$ cat src/hdl/bswb_pkg.sv
`timescale 1ns / 1ps
// ----------------------------------------------------------------------------
// bswb_pkg
// Types, constants and codes shared by the bilinear sampler modules.
// ----------------------------------------------------------------------------
package bswb_pkg;

	localparam int IDX_BITS        = 8;
	localparam int FRAC_BITS       = 8;
	localparam int PIXEL_BITS      = 16;
	localparam int COORD_BITS      = 24;
	localparam int RESULT_BITS     = 24;
	localparam int DIM_BITS        = IDX_BITS + 1;
	localparam int MOD_BITS        = DIM_BITS + 1;
	localparam int INT_BITS        = COORD_BITS - FRAC_BITS + 1;
	localparam int MAG_BITS        = INT_BITS - 1;
	localparam int STEPS_PER_CYCLE = 6;
	localparam int MOD_CYCLES      = (MAG_BITS + STEPS_PER_CYCLE - 1) / STEPS_PER_CYCLE;
	localparam int SHIFT_BITS      = MOD_CYCLES * STEPS_PER_CYCLE;
	localparam int STEP_BITS       = $clog2(MOD_CYCLES + 1);
	localparam int WGT_BITS        = FRAC_BITS + 1;
	localparam int PROD_BITS       = 2 * FRAC_BITS + 1;
	localparam int ACC_BITS        = PIXEL_BITS + 2 * FRAC_BITS;
	localparam int PIXELS          = 1 << (2 * IDX_BITS);
	localparam int APB_ADDR_BITS   = 4;
	localparam int APB_DATA_BITS   = 32;

	localparam logic [DIM_BITS-1:0] DIM_MAX = DIM_BITS'(1) << IDX_BITS;
	localparam logic [WGT_BITS-1:0] WGT_ONE = WGT_BITS'(1) << FRAC_BITS;

	// border modes
	localparam logic [1:0] BORDER_OUTSIDE   = 2'd0;
	localparam logic [1:0] BORDER_CIRCULAR  = 2'd1;
	localparam logic [1:0] BORDER_REPLICATE = 2'd2;
	localparam logic [1:0] BORDER_SYMMETRIC = 2'd3;

	// opcodes
	localparam logic OP_LOAD   = 1'b0;
	localparam logic OP_SAMPLE = 1'b1;

	// register indexes
	localparam logic [1:0] REG_WIDTH  = 2'd0;
	localparam logic [1:0] REG_HEIGHT = 2'd1;
	localparam logic [1:0] REG_MODE_X = 2'd2;
	localparam logic [1:0] REG_MODE_Y = 2'd3;

	typedef struct packed {
		logic                         opcode;
		logic [IDX_BITS-1:0]          pixel_column;
		logic [IDX_BITS-1:0]          pixel_row;
		logic [PIXEL_BITS-1:0]        pixel_value;
		logic signed [COORD_BITS-1:0] coord_x;
		logic signed [COORD_BITS-1:0] coord_y;
	} in_item_t;

	typedef struct packed {
		logic [RESULT_BITS-1:0] sample_value;
		logic                   outside;
	} out_item_t;

	typedef struct packed {
		logic [DIM_BITS-1:0] n_x;
		logic [DIM_BITS-1:0] n_y;
		logic [1:0]          mode_x;
		logic [1:0]          mode_y;
	} cfg_t;

	typedef struct packed {
		logic [IDX_BITS-1:0] lo;
		logic [IDX_BITS-1:0] hi;
		logic [WGT_BITS-1:0] w_lo;
		logic [WGT_BITS-1:0] w_hi;
		logic                ok;
	} axis_t;

	typedef struct packed {
		logic                  is_load;
		logic [IDX_BITS-1:0]   col;
		logic [IDX_BITS-1:0]   row;
		logic [PIXEL_BITS-1:0] value;
		axis_t                 x;
		axis_t                 y;
	} op_t;

endpackage

$ cat src/hdl/bswb_if.sv
`timescale 1ns / 1ps
// ----------------------------------------------------------------------------
// bswb_if
// Valid/ready channels for input items and result items.
// ----------------------------------------------------------------------------
interface bswb_in_if;
	import bswb_pkg::*;
	logic     valid;
	logic     ready;
	in_item_t payload;
	modport source (output valid, output payload, input ready);
	modport sink (input valid, input payload, output ready);
endinterface


$ cat src/hdl/bswb_coord.sv
`timescale 1ns / 1ps
// ----------------------------------------------------------------------------
// bswb_coord
// Splits coordinates into neighbour indices and weights, runs one modulo
// lane per axis and maps indices through the border mode.
// ----------------------------------------------------------------------------
module bswb_coord (
	input  logic           clk,
	input  logic           arst_n,
	bswb_in_if.sink        items,
	input  bswb_pkg::cfg_t cfg,
	output logic           op_valid,
	input  logic           op_ready,
	output bswb_pkg::op_t  op
);
	import bswb_pkg::*;

	typedef struct packed {
		logic [IDX_BITS-1:0] lo;
		logic [IDX_BITS-1:0] hi;
		logic                ok;
	} idx_t;

	logic                       busy_q;
	logic                       load_q;
	logic [STEP_BITS-1:0]       step_q;
	in_item_t                   item_q;
	logic signed [INT_BITS-1:0] lo_x_q, lo_y_q;
	logic [MOD_BITS-1:0]        rem_x_q, rem_y_q;
	logic [SHIFT_BITS-1:0]      sh_x_q, sh_y_q;
	logic                       op_valid_q;
	op_t                        op_q;

	logic signed [INT_BITS-1:0] lo_x_in, lo_y_in;
	logic [MOD_BITS-1:0]        div_x, div_y;
	logic                       finished, move, accept;
	idx_t                       map_x, map_y;
	op_t                        op_next;

	function automatic logic [MOD_BITS-1:0] divisor(input logic [1:0] mode,
		input logic [DIM_BITS-1:0] n);
		return (mode == BORDER_SYMMETRIC) ? {n, 1'b0} : {1'b0, n};
	endfunction

	// floor of coordinate minus one
	function automatic logic signed [INT_BITS-1:0] lower(input logic signed [COORD_BITS-1:0] c);
		return $signed({c[COORD_BITS-1], c[COORD_BITS-1:FRAC_BITS]}) - INT_BITS'(1);
	endfunction

	// magnitude to reduce: negative values use the ones' complement
	function automatic logic [SHIFT_BITS-1:0] magnitude(input logic signed [INT_BITS-1:0] v);
		logic [MAG_BITS-1:0] m;
		m = v[INT_BITS-1] ? ~v[MAG_BITS-1:0] : v[MAG_BITS-1:0];
		return SHIFT_BITS'(m);
	endfunction

	// restoring remainder steps, one bit each
	function automatic logic [MOD_BITS-1:0] mod_steps(input logic [MOD_BITS-1:0] rem,
		input logic [SHIFT_BITS-1:0] sh, input logic [MOD_BITS-1:0] m);
		logic [MOD_BITS:0]   t;
		logic [MOD_BITS-1:0] r;
		r = rem;
		for (int i = 0; i < STEPS_PER_CYCLE; i++) begin
			t = {r, sh[SHIFT_BITS-1-i]};
			if (t >= {1'b0, m}) t = t - {1'b0, m};
			r = t[MOD_BITS-1:0];
		end
		return r;
	endfunction

	function automatic idx_t map_axis(input logic signed [INT_BITS-1:0] lo,
		input logic frac_nz, input logic [1:0] mode, input logic [DIM_BITS-1:0] n,
		input logic [MOD_BITS-1:0] rem);
		logic [MOD_BITS-1:0]        m_div, m_lo, m_hi, n_w, f_lo, f_hi;
		logic signed [INT_BITS:0]   lo_x, hi_x, n_x;
		logic [IDX_BITS-1:0]        c_lo, c_hi, n_top;
		idx_t                       r;
		m_div = divisor(mode, n);
		n_w   = {1'b0, n};
		m_lo  = lo[INT_BITS-1] ? (m_div - MOD_BITS'(1) - rem) : rem;
		if (!frac_nz)
			m_hi = m_lo;
		else if ((m_lo + MOD_BITS'(1)) == m_div)
			m_hi = '0;
		else
			m_hi = m_lo + MOD_BITS'(1);
		f_lo  = (m_lo >= n_w) ? (m_div - MOD_BITS'(1) - m_lo) : m_lo;
		f_hi  = (m_hi >= n_w) ? (m_div - MOD_BITS'(1) - m_hi) : m_hi;
		lo_x  = {lo[INT_BITS-1], lo};
		hi_x  = lo_x + $signed({{INT_BITS{1'b0}}, frac_nz});
		n_x   = $signed({{(INT_BITS + 1 - DIM_BITS){1'b0}}, n});
		n_top = IDX_BITS'(n - DIM_BITS'(1));
		c_lo  = lo_x[INT_BITS] ? '0 : ((lo_x >= n_x) ? n_top : lo_x[IDX_BITS-1:0]);
		c_hi  = hi_x[INT_BITS] ? '0 : ((hi_x >= n_x) ? n_top : hi_x[IDX_BITS-1:0]);
		r = '0;
		unique case (mode)
			BORDER_OUTSIDE: begin
				r.ok = !lo_x[INT_BITS] && (lo_x < n_x) && !hi_x[INT_BITS] && (hi_x < n_x);
				r.lo = lo_x[IDX_BITS-1:0];
				r.hi = hi_x[IDX_BITS-1:0];
			end
			BORDER_CIRCULAR: begin
				r.ok = 1'b1;
				r.lo = m_lo[IDX_BITS-1:0];
				r.hi = m_hi[IDX_BITS-1:0];
			end
			BORDER_REPLICATE: begin
				r.ok = 1'b1;
				r.lo = c_lo;
				r.hi = c_hi;
			end
			BORDER_SYMMETRIC: begin
				r.ok = 1'b1;
				r.lo = f_lo[IDX_BITS-1:0];
				r.hi = f_hi[IDX_BITS-1:0];
			end
		endcase
		return r;
	endfunction

	assign lo_x_in  = lower(items.payload.coord_x);
	assign lo_y_in  = lower(items.payload.coord_y);
	assign div_x    = divisor(cfg.mode_x, cfg.n_x);
	assign div_y    = divisor(cfg.mode_y, cfg.n_y);
	assign finished = load_q || (step_q == STEP_BITS'(MOD_CYCLES));
	assign move     = busy_q && finished && (!op_valid_q || op_ready);
	assign items.ready = !busy_q || move;
	assign accept   = items.valid && items.ready;

	// border mapping and weights of the finished item
	always_comb begin
		map_x = map_axis(lo_x_q, item_q.coord_x[FRAC_BITS-1:0] != '0, cfg.mode_x, cfg.n_x,
			rem_x_q);
		map_y = map_axis(lo_y_q, item_q.coord_y[FRAC_BITS-1:0] != '0, cfg.mode_y, cfg.n_y,
			rem_y_q);
		op_next.is_load = load_q;
		op_next.col     = item_q.pixel_column;
		op_next.row     = item_q.pixel_row;
		op_next.value   = item_q.pixel_value;
		op_next.x.lo    = map_x.lo;
		op_next.x.hi    = map_x.hi;
		op_next.x.ok    = map_x.ok;
		op_next.x.w_hi  = {1'b0, item_q.coord_x[FRAC_BITS-1:0]};
		op_next.x.w_lo  = WGT_ONE - op_next.x.w_hi;
		op_next.y.lo    = map_y.lo;
		op_next.y.hi    = map_y.hi;
		op_next.y.ok    = map_y.ok;
		op_next.y.w_hi  = {1'b0, item_q.coord_y[FRAC_BITS-1:0]};
		op_next.y.w_lo  = WGT_ONE - op_next.y.w_hi;
	end

	// control of the work register and the op register
	always_ff @(posedge clk or negedge arst_n) begin
		if (!arst_n) begin
			busy_q     <= 1'b0;
			load_q     <= 1'b0;
			step_q     <= '0;
			op_valid_q <= 1'b0;
		end else begin
			if (accept) begin
				busy_q <= 1'b1;
				load_q <= (items.payload.opcode == OP_LOAD);
				step_q <= '0;
			end else if (move) begin
				busy_q <= 1'b0;
			end else if (busy_q && !finished) begin
				step_q <= step_q + STEP_BITS'(1);
			end
			if (move)
				op_valid_q <= 1'b1;
			else if (op_ready)
				op_valid_q <= 1'b0;
		end
	end

	// payload and modulo lanes
	always_ff @(posedge clk) begin
		if (accept) begin
			item_q  <= items.payload;
			lo_x_q  <= lo_x_in;
			lo_y_q  <= lo_y_in;
			rem_x_q <= '0;
			rem_y_q <= '0;
			sh_x_q  <= magnitude(lo_x_in);
			sh_y_q  <= magnitude(lo_y_in);
		end else if (busy_q && !finished) begin
			rem_x_q <= mod_steps(rem_x_q, sh_x_q, div_x);
			rem_y_q <= mod_steps(rem_y_q, sh_y_q, div_y);
			sh_x_q  <= sh_x_q << STEPS_PER_CYCLE;
			sh_y_q  <= sh_y_q << STEPS_PER_CYCLE;
		end
		if (move)
			op_q <= op_next;
	end

	assign op_valid = op_valid_q;
	assign op       = op_q;

endmodule

$ cat src/flat_wrapper.sv
// flat-port wrapper written by rule: the top's interface ports become plain ports
module bswb_coord_flat import bswb_pkg::*;
  (clk, arst_n, cfg, op_valid, op_ready, op, items_valid, items_payload, items_ready);
  bswb_in_if items_i ();
  input  logic clk;
  input  logic arst_n;
  input  bswb_pkg::cfg_t cfg;
  output logic op_valid;
  input  logic op_ready;
  output bswb_pkg::op_t op;
  input wire logic [$bits(items_i.valid)-1:0] items_valid;
  input wire logic [$bits(items_i.payload)-1:0] items_payload;
  output wire logic [$bits(items_i.ready)-1:0] items_ready;
  assign items_i.valid = items_valid;
  assign items_i.payload = items_payload;
  assign items_ready = items_i.ready;
  bswb_coord u_core (.clk(clk), .arst_n(arst_n), .items(items_i), .cfg(cfg), .op_valid(op_valid), .op_ready(op_ready), .op(op));
endmodule
$ cat config.mk
export PLATFORM = sky130hd
export DESIGN_NAME = bswb_coord_flat
export DESIGN_NICKNAME = d
export VERILOG_FILES = /design/src/hdl/bswb_pkg.sv /design/src/hdl/bswb_if.sv /design/src/hdl/bswb_coord.sv /design/src/flat_wrapper.sv
export SDC_FILE = /design/constraint.sdc
export NUM_CORES = 1
export LEC_CHECK = 0
export ABC_AREA = 1
export BUFFER_PORTS_ARGS = -buffer_cell sky130_fd_sc_hd__buf_2
export CAP_MARGIN = 20
export CORE_MARGIN = 5
export CORE_UTILIZATION = 41
export DETAILED_ROUTE_END_ITERATION = 8
export MAX_ROUTING_LAYER = met4
export PLACE_DENSITY = 0.56
export SLEW_MARGIN = 40
export SYNTH_ARGS = -nofsm -noshare
export SYNTH_HDL_FRONTEND = slang
export SYNTH_SLANG_ARGS = --single-unit
export TNS_END_PERCENT = 1
$ cat constraint.sdc
create_clock -name clk -period 16.8 [get_ports clk]
set_clock_uncertainty 0.05 [all_clocks]
set_input_delay 3.36 -clock clk [delete_from_list [all_inputs] [get_ports clk]]
set_output_delay 3.36 -clock clk [all_outputs]
set_load 0.01 [all_outputs]
**After elaboration in Yosys (flattened, before gate mapping)**

Index checks and enable logic that the tools add are counted.

- Output and inout port bits: 105
- Word-level logic and storage cells: 194
- Bits of input ports: 107
- Register bits: 244

- Reduce and logical (&&, ||, !) cells: 28
- Add/subtract/negate cells: 31
- Equal/unequal tests: 10
- Muxes and demuxes: 67
- Bitwise gates (word level): 3
- $lt $le $gt $ge: 24

Operator list:

| kind | number |
|---|---|
| 2-to-1 mux 10 bit | 40 |
| subtractor 10 bit | 14 |
| case mux 17 bit (4 select lines) | 2 |
| >= comparator 11 x 10 -> 1 bit | 12 |
| 2-to-1 mux 16 bit | 6 |
| 2-to-1 mux 8 bit | 12 |
| >= comparator 10 x 9 -> 1 bit | 4 |
| adder 17 x 2 -> 18 bit | 2 |
| >= comparator 18 x 10 -> 1 bit | 2 |
| < comparator 18 x 10 -> 1 bit | 2 |
| >= comparator 17 x 10 -> 1 bit | 2 |
| < comparator 17 x 10 -> 1 bit | 2 |
| subtractor 16 x 2 -> 17 bit (second input constant) | 2 |
| NOT 16 bit | 2 |
| subtractor 8 bit | 4 |
| adder 10 x 1 -> 10 bit (second input constant) | 2 |
| equality test 10 bit | 2 |
| subtractor 10 x 1 -> 10 bit (second input constant) | 2 |
| subtractor 9 x 8 -> 9 bit (first input constant) | 2 |
| nonzero test 8 bit | 2 |
| subtractor 8 x 1 -> 8 bit (second input constant) | 2 |
| equality test 2 bit (second input constant) | 5 |
| logical AND 1 bit | 10 |
| logical NOT 1 bit | 7 |
| 10 further kinds | 21 |

**Depth between registers and ports, before layout**

Gate-level depths: netlist of run 1.

- Depth after elaboration: 25
- Depth in mapped cells: 93
- Depth with buffers taken out: 90

**Worst setup path after synthesis of run 1**

Ideal clock, no wire load.

- Path kind: input port to flip-flop
- Start point: input port cfg[2] (netlist bit)
- End point: register u_core.rem_x_q[6]
- Setup time: 0.114 ns
- Cell stages on the path: 84
- Arrival time: 15.418 ns
- Setup slack: 1.218 ns
- Data required time: 16.636 ns
- Buffers on the path: 5
- Cell sequence: nand2_2 -> o21ai_0 -> inv_1 -> ha_1 -> nand3_1 -> nand2_1 -> nand2_1 -> nand3_1 -> nand3_2 -> nand2_2 -> nand3_2 -> nand2_4 -> clkbuf_1 -> o21ai_0 -> ha_1 -> nand2_1 -> o21ai_0 -> a21oi_1 -> (+48 left out) -> o21bai_1 -> nand2_1 -> nand3_1 -> inv_1 -> nand3_4 -> inv_2 -> clkbuf_1 -> nand2_1 -> o21ai_0 -> inv_1 -> fa_1 -> o21ai_0 -> nor3b_1 -> o21ai_0 -> nand2_1 -> nand2_1 -> nand3_1 -> nand2_1

- Cells in the longest elaborated chain, start to end: 24
- Elaborated cells between the ends (all ways): 30
- Classes of those cells: add/sub (6); order compare (6); eq/ne (1); mux (17)

Ends and longest elaborated chain:

| element | line | text |
|---|---|---|
| start, declared | flat_wrapper.sv:7 | `input bswb_pkg::cfg_t cfg;` |
| equality test 2 bit * | bswb_coord.sv:42 | `return (mode == BORDER_SYMMETRIC) ? {n, 1'b0} : {1'b0, n};` |
| 2-to-1 mux 10 bit * | bswb_coord.sv:42 |  |
| subtractor 10 bit or >= comparator 11 x 10 -> 1 bit (tied branches) | bswb_coord.sv:65 | `if (t >= {1'b0, m}) t = t - {1'b0, m};` |
| 2-to-1 mux 10 bit | bswb_coord.sv:65 |  |
| 2-to-1 mux 10 bit | bswb_coord.sv:186 | `end else if (busy_q && !finished) begin` |
| 2-to-1 mux 10 bit | bswb_coord.sv:178 | `if (accept) begin` |
| subtractor 10 bit or >= comparator 11 x 10 -> 1 bit (tied branches) | bswb_coord.sv:65 |  |
| 2-to-1 mux 10 bit | bswb_coord.sv:65 |  |
| (+8 left out) | -- |  |
| 2-to-1 mux 10 bit | bswb_coord.sv:186 |  |
| 2-to-1 mux 10 bit | bswb_coord.sv:178 |  |
| subtractor 10 bit or >= comparator 11 x 10 -> 1 bit (tied branches) | bswb_coord.sv:65 |  |
| 2-to-1 mux 10 bit | bswb_coord.sv:65 |  |
| 2-to-1 mux 10 bit | bswb_coord.sv:186 |  |
| 2-to-1 mux 10 bit | bswb_coord.sv:178 |  |
| subtractor 10 bit or >= comparator 11 x 10 -> 1 bit (tied branches) | bswb_coord.sv:65 |  |
| 2-to-1 mux 10 bit * | bswb_coord.sv:65 |  |
| end signal, assigned | bswb_coord.sv:187 | `rem_x_q <= mod_steps(rem_x_q, sh_x_q, div_x);` |
| end, declared | bswb_coord.sv:29 | `logic [MOD_BITS-1:0] rem_x_q, rem_y_q;` |

Mark *: on every way between the ends. The rest lies on a longest branch, timed or not. The select of a mux whose other input is x is not followed.
A chain may end at the register's enable or synchronous reset.

**Worst setup path after layout of run 1**

- Start point: input port cfg[1] (netlist bit)
- End point: register u_core.rem_y_q[8]

- Cells in the longest elaborated chain, start to end: 24
- Elaborated cells between the ends (all ways): 30
- Classes of those cells: add/sub (6); order compare (6); eq/ne (1); mux (17)

Ends and longest elaborated chain:

| element | line | text |
|---|---|---|
| equality test 2 bit * | bswb_coord.sv:42 |  |
| 2-to-1 mux 10 bit * | bswb_coord.sv:42 |  |
| subtractor 10 bit or >= comparator 11 x 10 -> 1 bit (tied branches) | bswb_coord.sv:65 |  |
| 2-to-1 mux 10 bit | bswb_coord.sv:65 |  |
| 2-to-1 mux 10 bit | bswb_coord.sv:186 |  |
| 2-to-1 mux 10 bit | bswb_coord.sv:178 |  |
| subtractor 10 bit or >= comparator 11 x 10 -> 1 bit (tied branches) | bswb_coord.sv:65 |  |
| 2-to-1 mux 10 bit | bswb_coord.sv:65 |  |
| (+8 left out) | -- |  |
| 2-to-1 mux 10 bit | bswb_coord.sv:186 |  |
| 2-to-1 mux 10 bit | bswb_coord.sv:178 |  |
| subtractor 10 bit or >= comparator 11 x 10 -> 1 bit (tied branches) | bswb_coord.sv:65 |  |
| 2-to-1 mux 10 bit | bswb_coord.sv:65 |  |
| 2-to-1 mux 10 bit | bswb_coord.sv:186 |  |
| 2-to-1 mux 10 bit | bswb_coord.sv:178 |  |
| subtractor 10 bit or >= comparator 11 x 10 -> 1 bit (tied branches) | bswb_coord.sv:65 |  |
| 2-to-1 mux 10 bit * | bswb_coord.sv:65 |  |
| end signal, assigned | bswb_coord.sv:188 | `rem_y_q <= mod_steps(rem_y_q, sh_y_q, div_y);` |
| end, declared | bswb_coord.sv:29 |  |

Marked as above.

==> out/results.tsv, run 1 <==
stage	metric	value	unit
status	status	completed	
critical_path	worst reg2reg path startpoint	u_core.sh_y_q[17]	
synth	register bit total from synthesis	242	
placement	routability cong.	0.952	
sta	RSZ-0062 raised after global routing	true	
critical_path	crit-path max FO	27	
floorplan	die area	61000	µm²
floorplan	FP Rows	86	
detailed_routing	vias per std cell	5.32	
synth	Synth top area share	27.8	%
sta	setup_tns	0	ps
clock_network	clock-pin slew on the worst setup and hold paths	60	ps
detailed_routing	detailed-route via count	21300	
floorplan	Initial Util	41.6	%
global_route	largest net degree at the start of global routing	67	
critical_path	most used cell, CP	nand2_1	
critical_path	Required @ worst endpoint	17190	ps
critical_path	Max stage delay cell, worst path	o21ai_1	
placement	DP HPWL	57500	µm
synth	most frequent cell after synthesis	nand2_1	
critical_path	CP Class	in -> reg	
synth	top post-synthesis cells by area	edfxtp_1 (28%), ha_1 (13%), nand2_1 (11%), inv_1 (6.8%), xor2_1 (5.9%)	
floorplan	I/O pin count	212	
clock_network	CTS sink cnt	242	
critical_path	timing endpoint of the critical path	u_core.rem_y_q[8]	
detailed_routing	DRT Pass-1 Iters	5	
critical_path	Crit path max-delay family	compound AO/OA/AOI/OAI gates	
floorplan	core area	55300	µm²
global_route	total track usage	23.2	%
clock_network	CTS tree	built	
final_layout	Layout area overhead	13.5	%
synth	adder-cell share of the synthesized area	14.9	%
global_route	initial antenna violation count	0	
synth	mux cell area share after synthesis	0	%
min_path	hold path depth	0	
critical_path	Reg2Reg Depth	84	
synth	synthesized cell area	23000	µm²
flow_run	Max Cap Viol	0	
sta	Tmin final	15600	ps
synth	Post-Syn Area per Cell	7.67	µm²
critical_path	Crit path depth	82	
detailed_routing	ANT nets after route	0	
global_route	global-route wire length before repair	111000	µm
sta	max-slew violations	0	
synth	Post-synth ARST share	2.07	%
clock_network	root buf cell	clkbuf_16	
critical_path	Critical Path Sink Type	flop	
synth	Simple-Gate Fraction of Synth Area	24.3	%
synth	Most used DFF post-synth	edfxtp_1	
synth	Synth Area in Compound Gates	13.9	%
floorplan	Die W	247	µm
sta	worst slew pin tran	802	ps
synth	Post-synth EDFFs	213	
placement	PortBufs	209	
floorplan	Chip Height	247	µm
sta	Min Hold Slack	368	ps
critical_path	CP peak stage delay	500	ps
final_layout	net count of the finished layout	3605	
synth	cell count after synthesis	3002	
critical_path	R2R Path End	u_core.rem_y_q[8]	
synth	main combinational cell family by area after synthesis	simple AND/OR/NAND/NOR gates	
sta	endpoints failing hold	0	
placement	dpl ws	-362	ps
sta	post-route setup slack	1200	ps
clock_network	Inserted Clock Buffers	30	
synth	Netlist cell types	68	
critical_path	Crit path buffers/inverters	8	
critical_path	crit path DAT	15990	ps
critical_path	crit path from	cfg[1]	
sta	Tcrit/Tclk final	92.9	%
global_route	gr ovfl total	0	
synth	cell taking the most area after synthesis	edfxtp_1	
clock_network	clock buffer depth	3	
final_layout	# fillers	5600	
synth	synth cell count leaders	nand2_1 (651), inv_1 (420), ha_1 (245), edfxtp_1 (213), a21oi_1 (208)	
detailed_routing	total routed wirelength	71200	µm
synth	xor/xnor share of the synthesized area	8.14	%
synth	Seq/Total Area, Yosys	30.4	%
clock_network	clock latency on the worst-skew pair	590	ps
detailed_routing	Iteration-0 DRC Markers	1516	
critical_path	startpoint types	primary input	
sta	Slew headroom	45.2	%
detailed_routing	detailed-route DRC error count	0	
min_path	Hold Path Class	reg -> reg	
global_route	vias in the first global route	20500	
clock_network	Max H-tree Level	1	
sta	Final setup viols	0	
final_layout	fin util	47.2	%
final_layout	fraction of final layout cells sized beyond drive strength 1	13.0	%
critical_path	slack of the worst reg-to-reg path	4410	ps
sta	maximum clock rate	64.1	MHz
detailed_routing	WL per Instance	17.8	µm
synth	yosys synthesis warning count	0	
[sequential cells by signal (all words and copies together), names as in the netlist]
signal           count
u_core.load_q        1
u_core.busy_q        1
u_core.op           99
u_core.rem_x_q      10
u_core.op_valid      1
u_core.item_q       48
u_core.step_q        2
u_core.lo_y_q       17
u_core.rem_y_q      10
u_core.sh_y_q       18
u_core.sh_x_q       18
u_core.lo_x_q       17
[per-layer routing]
metal	up-vias	wire length, µm	global-route usage [%]
li1	10700	-	-
met2	549	33600	38.2
met5	-	0	-
met3	112	3570	2.64
met1	9982	32100	30.6
met4	0	1850	5.99
[worst min-delay path by stage]
stage	slack [ps]	end	from
6_report	370	u_core.op[81]	u_core.item_q[59]
5_1_grt	370	u_core.op[72]	u_core.item_q[50]
4_1_cts	370	u_core.op[94]	u_core.item_q[72]
3_5_place_dp	350	u_core.op[93]	u_core.item_q[71]
3_3_place_gp	350	u_core.op[72]	u_core.item_q[50]
2_1_floorplan	350	u_core.op[100]	u_core.item_q[78]
[logic make-up (layout without fill, tap and decap cells)]
group / count (synthesis) / in the layout
AOI/OAI and AO/OA: 565 / 565
xor gates and xnor gates: 214 / 214
adders and majority gates: 263 / 263
buffers and inverters: 497 / 751
DFF: 242 / 242
other: 1 / 3
and+or+nand+nor: 1220 / 1220
[area by class of cell]
class | count | area, µm² | share of cell area (%)
multi-input combinational | 2264 | 14200 | 54.2
timing repair buffer | 251 | 1380 | 5.27
sequential | 242 | 7000 | 26.8
clock inverter | 20 | 195 | 0.747
inverter | 446 | 1680 | 6.45
antenna | 1 | 2.50 | 0.00958
clock buffer | 34 | 766 | 2.93
tap | 748 | 936 | 3.58
[metrics by stage]
stage	std cells	instance area [µm²]
6_report	4006	26100
5_1_grt	4005	26100
4_1_cts	3998	26000
3_5_place_dp	3944	25100
3_3_place_gp	3944	25000
2_1_floorplan	3003	23000
[repair_timing]
item | CTS | global route
hold buffers | 0 | 0
buffers inserted | 0 | 7
endpoints found under the setup margin | 0 | 20
gates resized for setup | 0 | 18
[cells in the final DEF (no fill, tap or decap), drive strengths merged, types with 3 or more instances in the layout]
cell type	netlist	routed
nand3	177	177
o22ai	12	12
nand3b	15	15
xnor2	60	60
buf	19	251
nand2	688	688
a21oi	211	211
o41ai	3	3
inv	439	440
nand4	65	65
fa	18	18
a211oi	5	5
clkinvlp	0	4
edfxtp	213	213
a21o	10	10
clkbuf	32	34
dfxtp	24	24
o221ai	3	3
o2111ai	7	7
nor3	54	54
o21ai	233	233
nor4	14	14
clkinv	7	20
o211ai	12	12
ha	245	245
a2111oi	3	3
a31oi	8	8
dfrtp	5	5
xor2	154	154
nor3b	5	5
a221oi	15	15
or2	11	11
o21bai	22	22
a22oi	6	6
a22o	3	3
nor2	186	186
Power of run 1 is not shown: default switching activity piles up to over one toggle a cycle in this logic, so the estimate is an artifact.
==> run 2: changes to the inputs <==
Settings changed: ABC_CLOCK_PERIOD_IN_PS set to 16800, CORE_ASPECT_RATIO set to 1.75, CORE_UTILIZATION 41 to 62, PLACE_DENSITY 0.56 to 0.8.
==> out/results.tsv, run 2 (synthesis results as in run 1) <==
stage	metric	value	unit	change
critical_path	CP Class	in -> reg		unchanged
clock_network	clock buffer depth	3		unchanged
detailed_routing	DRT Pass-1 Iters	9		was 5
critical_path	crit-path max FO	27		unchanged
critical_path	Required @ worst endpoint	17200	ps	was 17190 ps
floorplan	I/O pin count	212		unchanged
sta	Tmin final	15820	ps	was 15600 ps
detailed_routing	detailed-route DRC error count	1		was 0
critical_path	Critical Path Sink Type	flop		unchanged
clock_network	Max H-tree Level	1		unchanged
global_route	gr ovfl total	0		unchanged
global_route	total track usage	37.8	%	was 23.2%
clock_network	Inserted Clock Buffers	23		was 30
placement	DP HPWL	62800	µm	was 57500 µm
placement	routability cong.	1.11		was 0.952
global_route	largest net degree at the start of global routing	82		was 67
final_layout	fraction of final layout cells sized beyond drive strength 1	12.9	%	was 13.0%
clock_network	CTS tree	built		unchanged
detailed_routing	total routed wirelength	78500	µm	was 71200 µm
floorplan	core area	36800	µm²	was 55300 µm²
critical_path	CP peak stage delay	360	ps	was 500 ps
critical_path	Crit path buffers/inverters	7		was 8
sta	setup_tns	0	ps	unchanged
status	status	finished with violations		was completed
final_layout	commonest cells after routing, fill and taps aside	nand2_1 (650), inv_1 (418), ha_1 (245)		unchanged
critical_path	most used cell, CP	nand2_1		unchanged
global_route	global-route wire length before repair	119000	µm	was 111000 µm
final_layout	Layout area overhead	11.2	%	was 13.5%
placement	PortBufs	209		unchanged
detailed_routing	vias per std cell	6.07		was 5.32
detailed_routing	ANT nets after route	0		unchanged
floorplan	Initial Util	62.6	%	was 41.6%
sta	endpoints failing hold	0		unchanged
clock_network	CTS sink cnt	242		unchanged
floorplan	Chip Height	265	µm	was 247 µm
floorplan	die area	41200	µm²	was 61000 µm²
detailed_routing	WL per Instance	21.0	µm	was 17.8 µm
clock_network	clock-pin slew on the worst setup and hold paths	70	ps	was 60 ps
min_path	Hold Path Class	reg -> reg		unchanged
final_layout	fin util	69.6	%	was 47.2%
sta	max-slew violations	0		unchanged
sta	maximum clock rate	63.2	MHz	was 64.1 MHz
sta	worst slew pin tran	965	ps	was 802 ps
status	failing checks	DRC		
final_layout	max FFs per register	99		unchanged
critical_path	Max stage delay cell, worst path	ha_1		was o21ai_1
detailed_routing	detailed-route via count	22700		was 21300
clock_network	clock latency on the worst-skew pair	550	ps	was 590 ps
critical_path	startpoint types	primary input		unchanged
clock_network	root buf cell	clkbuf_16		unchanged
floorplan	FP Rows	93		was 86
critical_path	Crit path max-delay family	compound AO/OA/AOI/OAI gates		unchanged
critical_path	crit path DAT	16220	ps	was 15990 ps
sta	Slew headroom	35.2	%	was 45.2%
detailed_routing	Iteration-0 DRC Markers	1712		was 1516
final_layout	net count of the finished layout	3603		was 3605
global_route	initial antenna violation count	4		was 0
final_layout	# fillers	3069		was 5600
global_route	vias in the first global route	22800		was 20500
sta	Final setup viols	0		unchanged
flow_run	Max Cap Viol	0		unchanged
final_layout	most common cell after layout, fill and taps aside	nand2_1		unchanged
sta	Tcrit/Tclk final	94.1	%	was 92.9%
floorplan	Die W	156	µm	was 247 µm
==> run 2: cell count changes in the layout (fill, tap and decap cells not counted), moves of 2 or more <==
cell,delta
diode_2,+6
clkbuf_16,-7
clkinv_4,+2
buf_4,+5
clkinv_1,-3
clkbuf_1,-2
==> run 2: final timing paths <==
kind / startpoint / endpoint / slack [ps] / depth (start not counted)
setup / recovery: cfg[0] / u_core.rem_y_q[7] / 980 / 86
hold / removal: u_core.item_q[79] / u_core.op[101] / 370 / 0
setup reg to reg: u_core.rem_y_q[8] / u_core.rem_y_q[7] / 4120 / 79
hold reg to reg: u_core.item_q[79] / u_core.op[101] / 370 / 0
max in group asynchronous: arst_n / u_core.step_q[0] / 13990 / 1
min in group asynchronous: arst_n / u_core.op_valid / 2570 / 1
==> run 2: area by class of cell <==
class / instances / area [µm²] / area share [%]
Sequential cell: 242 / 7000 / 27.3
Clock inverter: 16 / 144 / 0.562
Timing Repair Buffer: 256 / 1410 / 5.49
Antenna cell: 7 / 17.5 / 0.0684
Tap cell: 475 / 594 / 2.32
Clock buffer: 25 / 583 / 2.28
Inverter: 446 / 1690 / 6.59
Multi-Input combinational cell: 2264 / 14200 / 55.3
==> run 2: worst register-to-register path, delay by kind of cell, from the launching register on <==
family          cells  cell delay (ps)
fa+ha+maj           6             1980
simple gates       38             4150
buf+inv             6              830
compound gates     29             4960
flops               1              570
==> run 2: per-layer routing <==
metal	track usage (%)	vias to the layer above	share of wire (%)
li1	-	10600	-
met1	34.3	10500	31
met2	67.9	1085	52
met3	5.11	477	6.1
met4	32.3	0	11
met5	-	-	0
==> run 2: stage by stage <==
| step | cell area (µm²) | hold slack, ps | setup slack [ps] | instances |
|---|---|---|---|---|
| 2_1_floorplan | 23000 | 350 | 1220 | 3003 |
| 3_3_place_gp | 24700 | 351 | 208 | 3672 |
| 3_5_place_dp | 24700 | 355 | -65.1 | 3672 |
| 4_1_cts | 25400 | 370 | 415 | 3713 |
| 5_1_grt | 25600 | 376 | -30.0 | 3728 |
| 6_report | 25600 | 369 | 983 | 3731 |
==> run 2: repair_timing <==
action	4_1_cts	5_1_grt
hold buffers	0	0
resized for setup	0	20
buffers inserted	0	11
setup endpoints to repair	0	20
Power of run 2 is left out for the same reason.
